### src/rtl/snf_pkg.sv
// shared types and constants for the 3x3 smith normal form unit
// no dependencies
`default_nettype none
package snf_pkg;
  typedef logic [31:0] word_t;

  localparam logic [1:0] ST_DONE = 2'd0;
  localparam logic [1:0] ST_NOPIVOT = 2'd1;
  localparam logic [1:0] ST_CAP = 2'd2;

  localparam logic [30:0] LIMIT_RESET = 31'd1000;

  // datapath commands
  typedef enum logic [3:0] {
    OP_NONE,
    OP_LOAD,
    OP_SCAN,
    OP_SWAP,
    OP_DIV,
    OP_ROWELIM,
    OP_COLELIM,
    OP_MIXCHK,
    OP_ROWADD,
    OP_SIGNFIX
  } op_t;

  typedef struct packed {
    op_t        op;
    logic [1:0] s;
    logic [1:0] idx;
    logic [1:0] jdx;
  } cmd_t;

  typedef struct packed {
    logic found;
    logic div_busy;
    logic div_done;
    logic rem_nz;
    logic open;
  } stat_t;
endpackage
`default_nettype wire

### src/rtl/snf_ctrl.sv
// sequencer for the reduction passes and the three-row output
// depends on snf_pkg
`default_nettype none
module snf_ctrl #(
  parameter int MAX_PASSES = 255
) (
  input  wire                 clk,
  input  wire                 rst,
  input  wire                 in_valid,
  output logic                in_ready,
  output logic                out_valid,
  input  wire                 out_ready,
  input  wire snf_pkg::stat_t stat,
  output snf_pkg::cmd_t       cmd,
  output logic [1:0]          out_row,
  output logic [1:0]          status
);
  import snf_pkg::*;

  localparam int PW = $clog2(MAX_PASSES + 1);

  localparam logic [3:0] S_IDLE = 4'd0, S_PASS = 4'd1, S_SCAN = 4'd2,
    S_CHK = 4'd3, S_SWAP = 4'd4, S_RDIV = 4'd5, S_RWAIT = 4'd6,
    S_CDIV = 4'd7, S_CWAIT = 4'd8, S_OPEN = 4'd9, S_MDIV = 4'd10,
    S_MWAIT = 4'd11, S_NEXT = 4'd12, S_FIX = 4'd13, S_OUT = 4'd14;

  logic [3:0]    state;
  logic [PW-1:0] passes;
  logic [1:0]    asize;
  logic [1:0]    i, j;
  logic [1:0]    s;
  logic          mixed;

  assign s = 2'd3 - asize;
  assign in_ready = state == S_IDLE;
  assign out_valid = state == S_OUT;

  always_comb begin
    cmd.op = OP_NONE;
    cmd.s = s;
    cmd.idx = i;
    cmd.jdx = j;
    unique case (state)
      S_IDLE: if (in_valid) cmd.op = OP_LOAD;
      S_SCAN: cmd.op = OP_SCAN;
      S_SWAP: cmd.op = OP_SWAP;
      S_RDIV: begin cmd.op = OP_DIV; cmd.jdx = s; end
      S_RWAIT: begin
        cmd.jdx = s;
        if (stat.div_done) cmd.op = OP_ROWELIM;
      end
      S_CDIV: begin cmd.op = OP_DIV; cmd.idx = s; cmd.jdx = i; end
      S_CWAIT: begin
        cmd.jdx = i;
        if (stat.div_done) cmd.op = OP_COLELIM;
      end
      S_MDIV: cmd.op = OP_DIV;
      S_NEXT: cmd.op = OP_ROWADD;
      S_FIX: cmd.op = OP_SIGNFIX;
      default: ;
    endcase
  end

  always_ff @(posedge clk) begin
    if (rst) begin
      state <= S_IDLE;
      passes <= '0;
      asize <= 2'd3;
      i <= 2'd0;
      j <= 2'd0;
      mixed <= 1'b0;
      out_row <= 2'd0;
      status <= ST_DONE;
    end else begin
      unique case (state)
        S_IDLE: if (in_valid) begin
          asize <= 2'd3;
          passes <= '0;
          state <= S_PASS;
        end
        S_PASS: begin
          if (passes >= PW'(MAX_PASSES)) begin
            status <= ST_CAP;
            out_row <= 2'd0;
            state <= S_OUT;
          end else begin
            passes <= passes + PW'(1);
            state <= S_SCAN;
          end
        end
        S_SCAN: state <= S_CHK;
        S_CHK: begin
          if (!stat.found) begin
            status <= ST_NOPIVOT;
            out_row <= 2'd0;
            state <= S_OUT;
          end else state <= S_SWAP;
        end
        S_SWAP: begin i <= s + 2'd1; state <= S_RDIV; end
        S_RDIV: state <= S_RWAIT;
        S_RWAIT: if (stat.div_done) begin
          if (i == 2'd2) begin i <= s + 2'd1; state <= S_CDIV; end
          else begin i <= i + 2'd1; state <= S_RDIV; end
        end
        S_CDIV: state <= S_CWAIT;
        S_CWAIT: if (stat.div_done) begin
          if (i == 2'd2) state <= S_OPEN;
          else begin i <= i + 2'd1; state <= S_CDIV; end
        end
        S_OPEN: begin
          if (stat.open) state <= S_PASS;
          else begin
            i <= s + 2'd1;
            j <= s + 2'd1;
            mixed <= 1'b0;
            state <= S_MDIV;
          end
        end
        S_MDIV: state <= S_MWAIT;
        S_MWAIT: if (stat.div_done) begin
          if (stat.rem_nz) state <= S_NEXT;
          else if (j != 2'd2) begin j <= j + 2'd1; state <= S_MDIV; end
          else if (i != 2'd2) begin
            i <= i + 2'd1;
            j <= s + 2'd1;
            state <= S_MDIV;
          end else if (mixed) begin
            state <= S_PASS;
          end else begin
            // whole block divisible: shrink
            asize <= asize - 2'd1;
            state <= (asize == 2'd2) ? S_FIX : S_PASS;
          end
        end
        S_NEXT: begin
          // row added into the pivot row, go on with the next row
          mixed <= 1'b1;
          if (i != 2'd2) begin
            i <= i + 2'd1;
            j <= s + 2'd1;
            state <= S_MDIV;
          end else state <= S_PASS;
        end
        S_FIX: begin
          status <= ST_DONE;
          out_row <= 2'd0;
          state <= S_OUT;
        end
        S_OUT: if (out_ready) begin
          if (out_row == 2'd2) begin
            state <= S_IDLE;
            out_row <= 2'd0;
          end else out_row <= out_row + 2'd1;
        end
        default: state <= S_IDLE;
      endcase
    end
  end

`ifndef SYNTH
  a_in_out_excl: assert property (@(posedge clk) disable iff (rst)
    !(in_ready && out_valid)) else $error("input and output open together");
  a_asize: assert property (@(posedge clk) disable iff (rst)
    asize >= 2'd1) else $error("active size underflow");
  a_passes: assert property (@(posedge clk) disable iff (rst)
    passes <= PW'(MAX_PASSES)) else $error("pass count beyond cap");
`endif
endmodule
`default_nettype wire

### config.mk
export PLATFORM = sky130hd
export DESIGN_NAME = snf_ctrl
export DESIGN_NICKNAME = d
export VERILOG_FILES = /design/src/rtl/snf_pkg.sv /design/src/rtl/snf_ctrl.sv
export SDC_FILE = /design/constraint.sdc
export NUM_CORES = 1
export LEC_CHECK = 0
export ABC_AREA = 0
export BUFFER_PORTS_ARGS = -buffer_cell sky130_fd_sc_hd__buf_4
export CORE_MARGIN = 1
export CORE_UTILIZATION = 62
export DETAILED_ROUTE_END_ITERATION = 10
export HOLD_SLACK_MARGIN = 0.02
export PLACE_DENSITY = 0.88
export SKIP_CTS_REPAIR_TIMING = 1
export SLEW_MARGIN = 20
export SYNTH_ARGS = -nofsm -noshare
export SYNTH_HDL_FRONTEND = slang
export SYNTH_SLANG_ARGS = --single-unit
### constraint.sdc
create_clock -name clk -period 5.1 [get_ports clk]
set_input_delay 1.02 -clock clk [delete_from_list [all_inputs] [get_ports clk]]
set_output_delay 1.02 -clock clk [all_outputs]
set_load 0.02 [all_outputs]
==> results of run 1 <==
per-stage QoR:
stage | hold slack [ps] | cell area [µm²]
2_1_floorplan | 465.1 | 1819
3_3_place_gp | 473.3 | 1952
3_5_place_dp | 487.2 | 1952
4_1_cts | 512.1 | 1979
5_1_grt | 538.0 | 1979
6_report | 506.9 | 1979
worst reg2reg max path: cells and delay by family (launching register included):
kind	cells	cell delay, ps
DFF	1	960
AOI/OAI and AO/OA	3	1230
buffers and inverters	1	340
and+or+nand+nor	1	60
logic make-up (layout without fill, tap and decap cells):
logic type	after synthesis	count (layout)	share of synthesized area
mux	3	3	0.01651
buf+inv	29	41	0.07634
simple gates	95	95	0.2930
xor+xnor	7	7	0.03370
fa+ha+maj	4	4	0.02614
compound gates	79	79	0.3013
flops	23	23	0.2531
path summary, 6_finish.rpt:
path,start,end,slack [ps],depth (start not counted)
setup / recovery,state[2],cmd[1],1550,5
hold reg to reg,status[1],status[1],510,2
hold / removal,status[1],status[1],510,2
setup reg to reg,state[0],j[0],2410,5
cell usage in the layout, fill, tap and decap left out, types with 5 or more instances in the layout:
cell type	count
o21ai_0	13
nand2_1	18
nand2b_1	6
dfxtp_1	23
nor3_1	9
nor2_1	18
a31oi_1	5
xnor2_1	5
buf_4	25
nand3_1	13
inv_1	12
nor2b_1	6
a21oi_1	16
per-layer routing:
layer / track usage / vias to the layer above
li1: - / 928
met1: 0.4026 / 882
met2: 0.4881 / 103
met3: 0.02326 / 11
met4: 0.1324 / 0
met5: 0 / -
final cells by class:
cell class | count | area, µm² | share of cell area
timing repair buffer | 25 | 187.7 | 0.09482
tap | 31 | 38.79 | 0.01960
multi-input combinational | 188 | 1220 | 0.6163
clock inverter | 1 | 5.005 | 0.002528
sequential | 23 | 460.4 | 0.2326
inverter | 12 | 45.04 | 0.02276
clock buffer | 3 | 22.52 | 0.01138
state kept, by name (all words and copies together) (netlist names):
signal   cells
passes       8
out_row      2
j            2
mixed        1
status       2
state        4
i            2
asize        2
where the power goes:
group	leakage (nW)	switching [mW]	internal, mW	total, mW
sequential	0.186	0.0202	0.187	0.208
clock	0.0177	0.0585	0.0293	0.0879
combinational	0.534	0.103	0.0644	0.167
total	0.738	0.181	0.281	0.462
==> summary.md, run 1 <==
| Metric | Value |
|---|---|
| Status | completed |
| Pin count of the biggest net entering global routing | 34 |
| Clock Latency Late Sink | 320 ps |
| Slowest cell on the critical path | dfxtp_1 |
| Max_cap viols | 0 |
| Layout Cells excl Fill | 283 |
| CTS Buf Count | 3 |
| Crit Path Class | reg2out |
| DRC violations left | 0 |
| Die Height | 56.17 µm |
| Core box area | 0.002758 mm² |
| Count leader, synth | dfxtp_1 |
| Max Slew Vio Count | 0 |
| First-pass GRT wire length | 7624 µm |
| Routability cong. | 0.8950 |
| Synth Cell Area | 0.001819 mm² |
| Drt total wl | 4573 µm |
| Worst-path fanout max | 32 |
| Worst path cell trace | nor2b_1 -> a21boi_0 -> nand3_1 -> o221ai_1 -> buf_4 |
| Slew @ Worst Pin | 1045 ps |
| Slew headroom | 0.3023 |
| DP Cell Count | 279 |
| DR iter-0 viols | 111 |
| Synth top area share | 0.2531 |
| Filler instances | 247 |
| Crit path time final | 3547 ps |
| Gr usage total | 0.2989 |
| PortBufs | 23 |
| Top Family by Delay on Critical Path | flip-flops |
| Post-synthesis async set-or-reset flop share | 0 |
| Top Metal Used | met4 |
| # IOs | 25 |
| Syn Area/Cell | 7.580 µm² |
| Post-layout util | 0.7178 |
| Fin nets | 265 |
| Layout Area Growth over Synthesis | 8.803% |
| Worst hold path class | reg2reg |
| YS warnings | 0 |
| Die area | 0.003155 mm² |
| Top cells by area, synth | dfxtp_1 (25%), a21oi_1 (4.4%), nand2_1 (3.7%) |
| Most common flop cell mapped by yosys | dfxtp_1 |
| Mapped Nets | 252 |
| Routed Antenna Nets | 0 |
| Initial antenna violation count | 0 |
| Max Freq | 0.2819 GHz |
| Post-route setup slack | 1553 ps |
| CTS tree | yes |
| FP Rows | 19 |
| CP peak stage delay | 1040 ps |
| RSZ-0062 raised after global routing | false |
| Total grt overflow | 0 |
| Max clock buf depth | 2 |
| DR vias/cell | 6.799 |
| Ant. Diodes | 0 |
| Leakage | 0.7379 nW |
| Final Hold Viols | 0 |
| Required @ worst endpoint | 4080 ps |
| Count of cell types in the netlist | 63 |
| Worst vdd rail ir drop | 186.5 µV |
| CTS clock-pin slew for the worst setup and hold paths | 140 ps |
| Met3 wire len | 313 µm |
| Register area share after synthesis | 0.2531 |
| Via Count | 1924 |
| Initial core utilization | 0.6597 |
| Final setup violation count | 0 |
| H-tree levels | 1 |
| Via count of the first global-routing pass | 1690 |
| CTS root buffer | clkbuf_4 |
| CP bufs+invs | 1 |
| Final total power | 0.4624 mW |
| DP Wirelength | 3196 µm |
| Pwr Density | 233.6 mW/mm² |
| Number of flops mapped to enable cells by yosys | 0 |
| DP Worst Slack | 2006 ps |
| Post-Synthesis Cells | 240 |
| DRT met1 WL | 1929 µm |
| Clock Skew | 15.09 ps |
| Period utilization | 0.6956 |
| Die width | 56.17 µm |
| Routed length on met2 | 2238 µm |
| Setup crit end kind | output port |
| Layout cells sized above 1 | 0.1310 |
| Clock sinks | 23 |
| Worst setup SP type | flip-flop |
| WP data arrival | 2530 ps |
| Cell taking the most area after synthesis | dfxtp_1 |
| Drt wl/cell | 16.16 µm |
| Top post-synthesis cells by count | dfxtp_1 (23), nand2_1 (18), nor2_1 (18) |
| Synthesized flop and latch total | 23 |
| Drt pass-1 iters | 5 |
| Setup_tns | 0 ps |
No activity file was read; power rests on OpenSTA's default activity.
==> run 2: changes to the inputs <==
--- a/config.mk
+++ b/config.mk
@@ -5,13 +5,13 @@
 export SDC_FILE = /design/constraint.sdc
 export NUM_CORES = 1
 export LEC_CHECK = 0
-export ABC_AREA = 0
+export ABC_AREA = 1
 export BUFFER_PORTS_ARGS = -buffer_cell sky130_fd_sc_hd__buf_4
 export CORE_MARGIN = 1
-export CORE_UTILIZATION = 62
+export CORE_UTILIZATION = 52
 export DETAILED_ROUTE_END_ITERATION = 10
 export HOLD_SLACK_MARGIN = 0.02
-export PLACE_DENSITY = 0.88
+export PLACE_DENSITY = 0.79
 export SKIP_CTS_REPAIR_TIMING = 1
 export SLEW_MARGIN = 20
 export SYNTH_ARGS = -nofsm -noshare
==> constraint.sdc (replaced) <==
create_clock -name clk -period 2.9 [get_ports clk]
set_input_delay 0.58 -clock clk [delete_from_list [all_inputs] [get_ports clk]]
set_output_delay 0.58 -clock clk [all_outputs]
set_load 0.02 [all_outputs]
==> summary.md, run 2 <==
| Metric | Value |
|---|---|
| Status | completed |
| Post-Synthesis Cells | 320 (+33%) |
| Setup_tns | 0 ps (unchanged) |
| Number of flops mapped to enable cells by yosys | 0 (unchanged) |
| Switching share of total power | 0.4967 (+0.1045) |
| Int Power | 0.6720 mW (+140%) |
| Worst-path fanout max | 7 (-78%) |
| Top post-synthesis cells by count | nand2_1 (99), nor2_1 (50), inv_1 (42) |
| Via count of the first global-routing pass | 1717 (+1.6%) |
| Layout cells sized above 1 | 0.1358 (+0.004886) |
| Final Hold Viols | 0 (unchanged) |
| Via Count | 2044 (+6.2%) |
| Max_cap viols | 0 (unchanged) |
| Reg2reg setup slack | 1050 ps (-1360 ps) |
| Syn Area/Cell | 5.595 µm² (-26%) |
| Routability cong. | 0.9911 (+11%) |
| Regs by FF count | passes x8, state x4 |
| Fin nets | 359 (+35%) |
| Slew @ Worst Pin | 485.5 ps (-559.7 ps) |
| Worst hold path class | reg2reg |
| Hold endpoint | passes[4] |
| Drt total wl | 4630 µm (+1.2%) |
| Synth top area share | 0.2572 (+0.004068) |
| Most flop-heavy register | passes |
| Post-layout util | 0.6488 (-0.06898) |
| DP Wirelength | 3757 µm (+18%) |
| Max clock buf depth | 2 (unchanged) |
| Combinational family with the most area after synthesis | simple AND/OR/NAND/NOR gates |
| Mux cell area share after synthesis | 0 (-0.01651) |
| Total grt overflow | 0 (unchanged) |
| Drt wl/cell | 11.87 µm (-27%) |
| Comb power frac | 0.559 (+0.198) |
| DR vias/cell | 5.241 (-23%) |
| Layout Area Growth over Synthesis | 14.26% |
| Period utilization | 0.8480 |
| Worst Reg-to-Reg Cells | 9 (+4) |
| Crit path time final | 2459 ps |
| Register area share after synthesis | 0.2572 (+0.004068) |
| Leakage | 1.032 nW (+40%) |
| CTS tree | yes |
| Slew headroom | 0.6752 (+0.3729) |
| Final setup violation count | 0 (unchanged) |
| Crit path from | state[2] |
| Max reg flops | 8 (unchanged) |
| Gr usage total | 0.2689 (-0.03004) |
| Core box area | 0.003153 mm² (+14%) |
| Initial core utilization | 0.5679 (-0.09185) |
| Most common flop cell mapped by yosys | dfxtp_1 |
| WP data arrival | 1880 ps (-650 ps) |
| Worst reg2reg startpoint | i[0] |
| Die area | 0.003682 mm² (+17%) |
| DRC violations left | 0 (unchanged) |
| Worst path cell trace | nand2_1 -> nor2_2 -> nor2_1 -> nand3_1 -> o221ai_1 -> buf_4 |
| Count of cell types in the netlist | 24 (-62%) |
| Routed Antenna Nets | 0 (unchanged) |
| XOR/XNOR Fraction of Synth Area | 0 (-0.03370) |
| Max Freq | 0.4067 GHz |
| Most frequent cells in the layout | nand2_1 (99), nor2_1 (50), inv_1 (42) |
| RSZ-0062 raised after global routing | false |
| Seq pwr share | 0.323 (-0.126) |
| Count leader, synth | nand2_1 |
| Clock Latency Late Sink | 330 ps (about the same) |
| Adder-cell share of the synthesized area | 0.02096 (-0.005170) |
| Ant. Diodes | 0 (unchanged) |
| Mapped Nets | 332 (+32%) |
| Die width | 60.68 µm (+8.0%) |
| Pin count of the biggest net entering global routing | 14 (-59%) |
| Synth Cell Area | 0.001790 mm² (-1.6%) |
| H-tree levels | 1 (unchanged) |
| CP peak stage delay | 560 ps (-480 ps) |
| Slowest cell on the critical path | dfxtp_1 |
| Hold Crit Depth | 2 (unchanged) |
| Die Height | 60.68 µm (+8.0%) |
| Clock sinks | 23 (unchanged) |
| Synth Area in Compound Gates | 0.1488 (-0.1524) |
| Pwr Density | 652.7 mW/mm² (+180%) |
| CTS clock-pin slew for the worst setup and hold paths | 140 ps (about the same) |
| Initial antenna violation count | 0 (unchanged) |
| Crit Path Class | reg2out |
| Worst setup SP type | flip-flop |
| Clock share of power | 0.118 (-0.072) |
| DR iter-0 viols | 117 (+5.4%) |
| Drt pass-1 iters | 5 (unchanged) |
| Sw Pwr | 0.6631 mW (+270%) |
| YS warnings | 0 (unchanged) |
| Post-synthesis async set-or-reset flop share | 0 (unchanged) |
| CTS root buffer | clkbuf_4 |
| Hold path start | passes[4] |
| Required @ worst endpoint | 2320 ps (-1760 ps) |
| First-pass GRT wire length | 7348 µm (-3.6%) |
| Setup crit end kind | output port |
| Most common cell after layout, fill and taps aside | nand2_1 |
| Worst vdd rail ir drop | 434.6 µV (+130%) |
| # IOs | 25 (unchanged) |
| Max Slew Vio Count | 0 (unchanged) |
| Clock Skew | 9.049 ps (-6.043 ps) |
| CTS Buf Count | 3 (unchanged) |
| PortBufs | 23 (unchanged) |
| Synthesized flop and latch total | 23 (unchanged) |
| Cell taking the most area after synthesis | dfxtp_1 |
| Simple-gate share of the synthesized area | 0.4724 (+0.1794) |
| Top cells by area, synth | dfxtp_1 (26%), nand2_1 (21%), nor2_1 (10%) |
| FP Rows | 20 (+1) |
| R2R Path End | state[3] |
==> run 2: power by group through the flow <==
stage          clock [mW]  combinational [mW]  sequential (mW)
5_1_grt             0.171               0.834            0.440
3_3_place_gp            0               0.734            0.437
6_report            0.158               0.747            0.431
4_1_cts             0.165               0.741            0.429
2_1_floorplan           0               0.515            0.443
3_5_place_dp            0               0.738            0.437
==> run 2: worst max-delay path: cells and delay by family, from the launching register on <==
family,cells,cell delay (ps)
buffers and inverters,1,180
AO/OA/AOI/OAI,1,110
flip-flops,1,560
AND/OR/NAND/NOR,4,720
==> run 2: worst max path at each step <==
stage | end | slack, ps | depth (start not counted)
after floorplan | cmd[0] | 880 | 4
after CTS | cmd[1] | 460 | 6
after global routing | cmd[1] | 270 | 9
after global placement | cmd[0] | 850 | 6
final | cmd[1] | 440 | 6
after detailed placement | cmd[1] | 830 | 6
==> run 2: final cells by class <==
cell class | count | area, µm²
Multi-Input combinational cell | 249 | 1150
Fill cell | 346 | 1107
Sequential cell | 23 | 460.4
Timing Repair Buffer | 24 | 180.2
Inverter | 46 | 172.7
Tap cell | 44 | 55.05
Clock buffer | 3 | 22.52
Clock inverter | 1 | 5.005
==> run 2: metrics by stage <==
step           instances  setup slack [ps]  power, mW  area (µm²)  hold slack (ps)
2_1_floorplan        320             883.3     0.9576        1790            438.4
3_3_place_gp         386             845.2      1.171        2018            446.6
3_5_place_dp         386             825.9      1.176        2018            455.0
4_1_cts              390             455.0      1.335        2046            475.8
5_1_grt              390             275.0      1.444        2046            488.8
6_report             390             440.9      1.335        2046            471.5
==> run 2: kinds of logic after synthesis <==
group / after synthesis
buffers and inverters: 48
and+or+nand+nor: 198
adders and majority gates: 3
DFF: 23
AOI/OAI and AO/OA: 48
==> run 2: metal layers <==
metal / GRT usage / vias up / wire length, µm
met1: 0.3446 / 905 / 2179
met3: 0.03198 / 10 / 219
met4: 0.09091 / 0 / 88
met5: 0 / - / 0
met2: 0.4678 / 53 / 2142
li1: - / 1076 / -
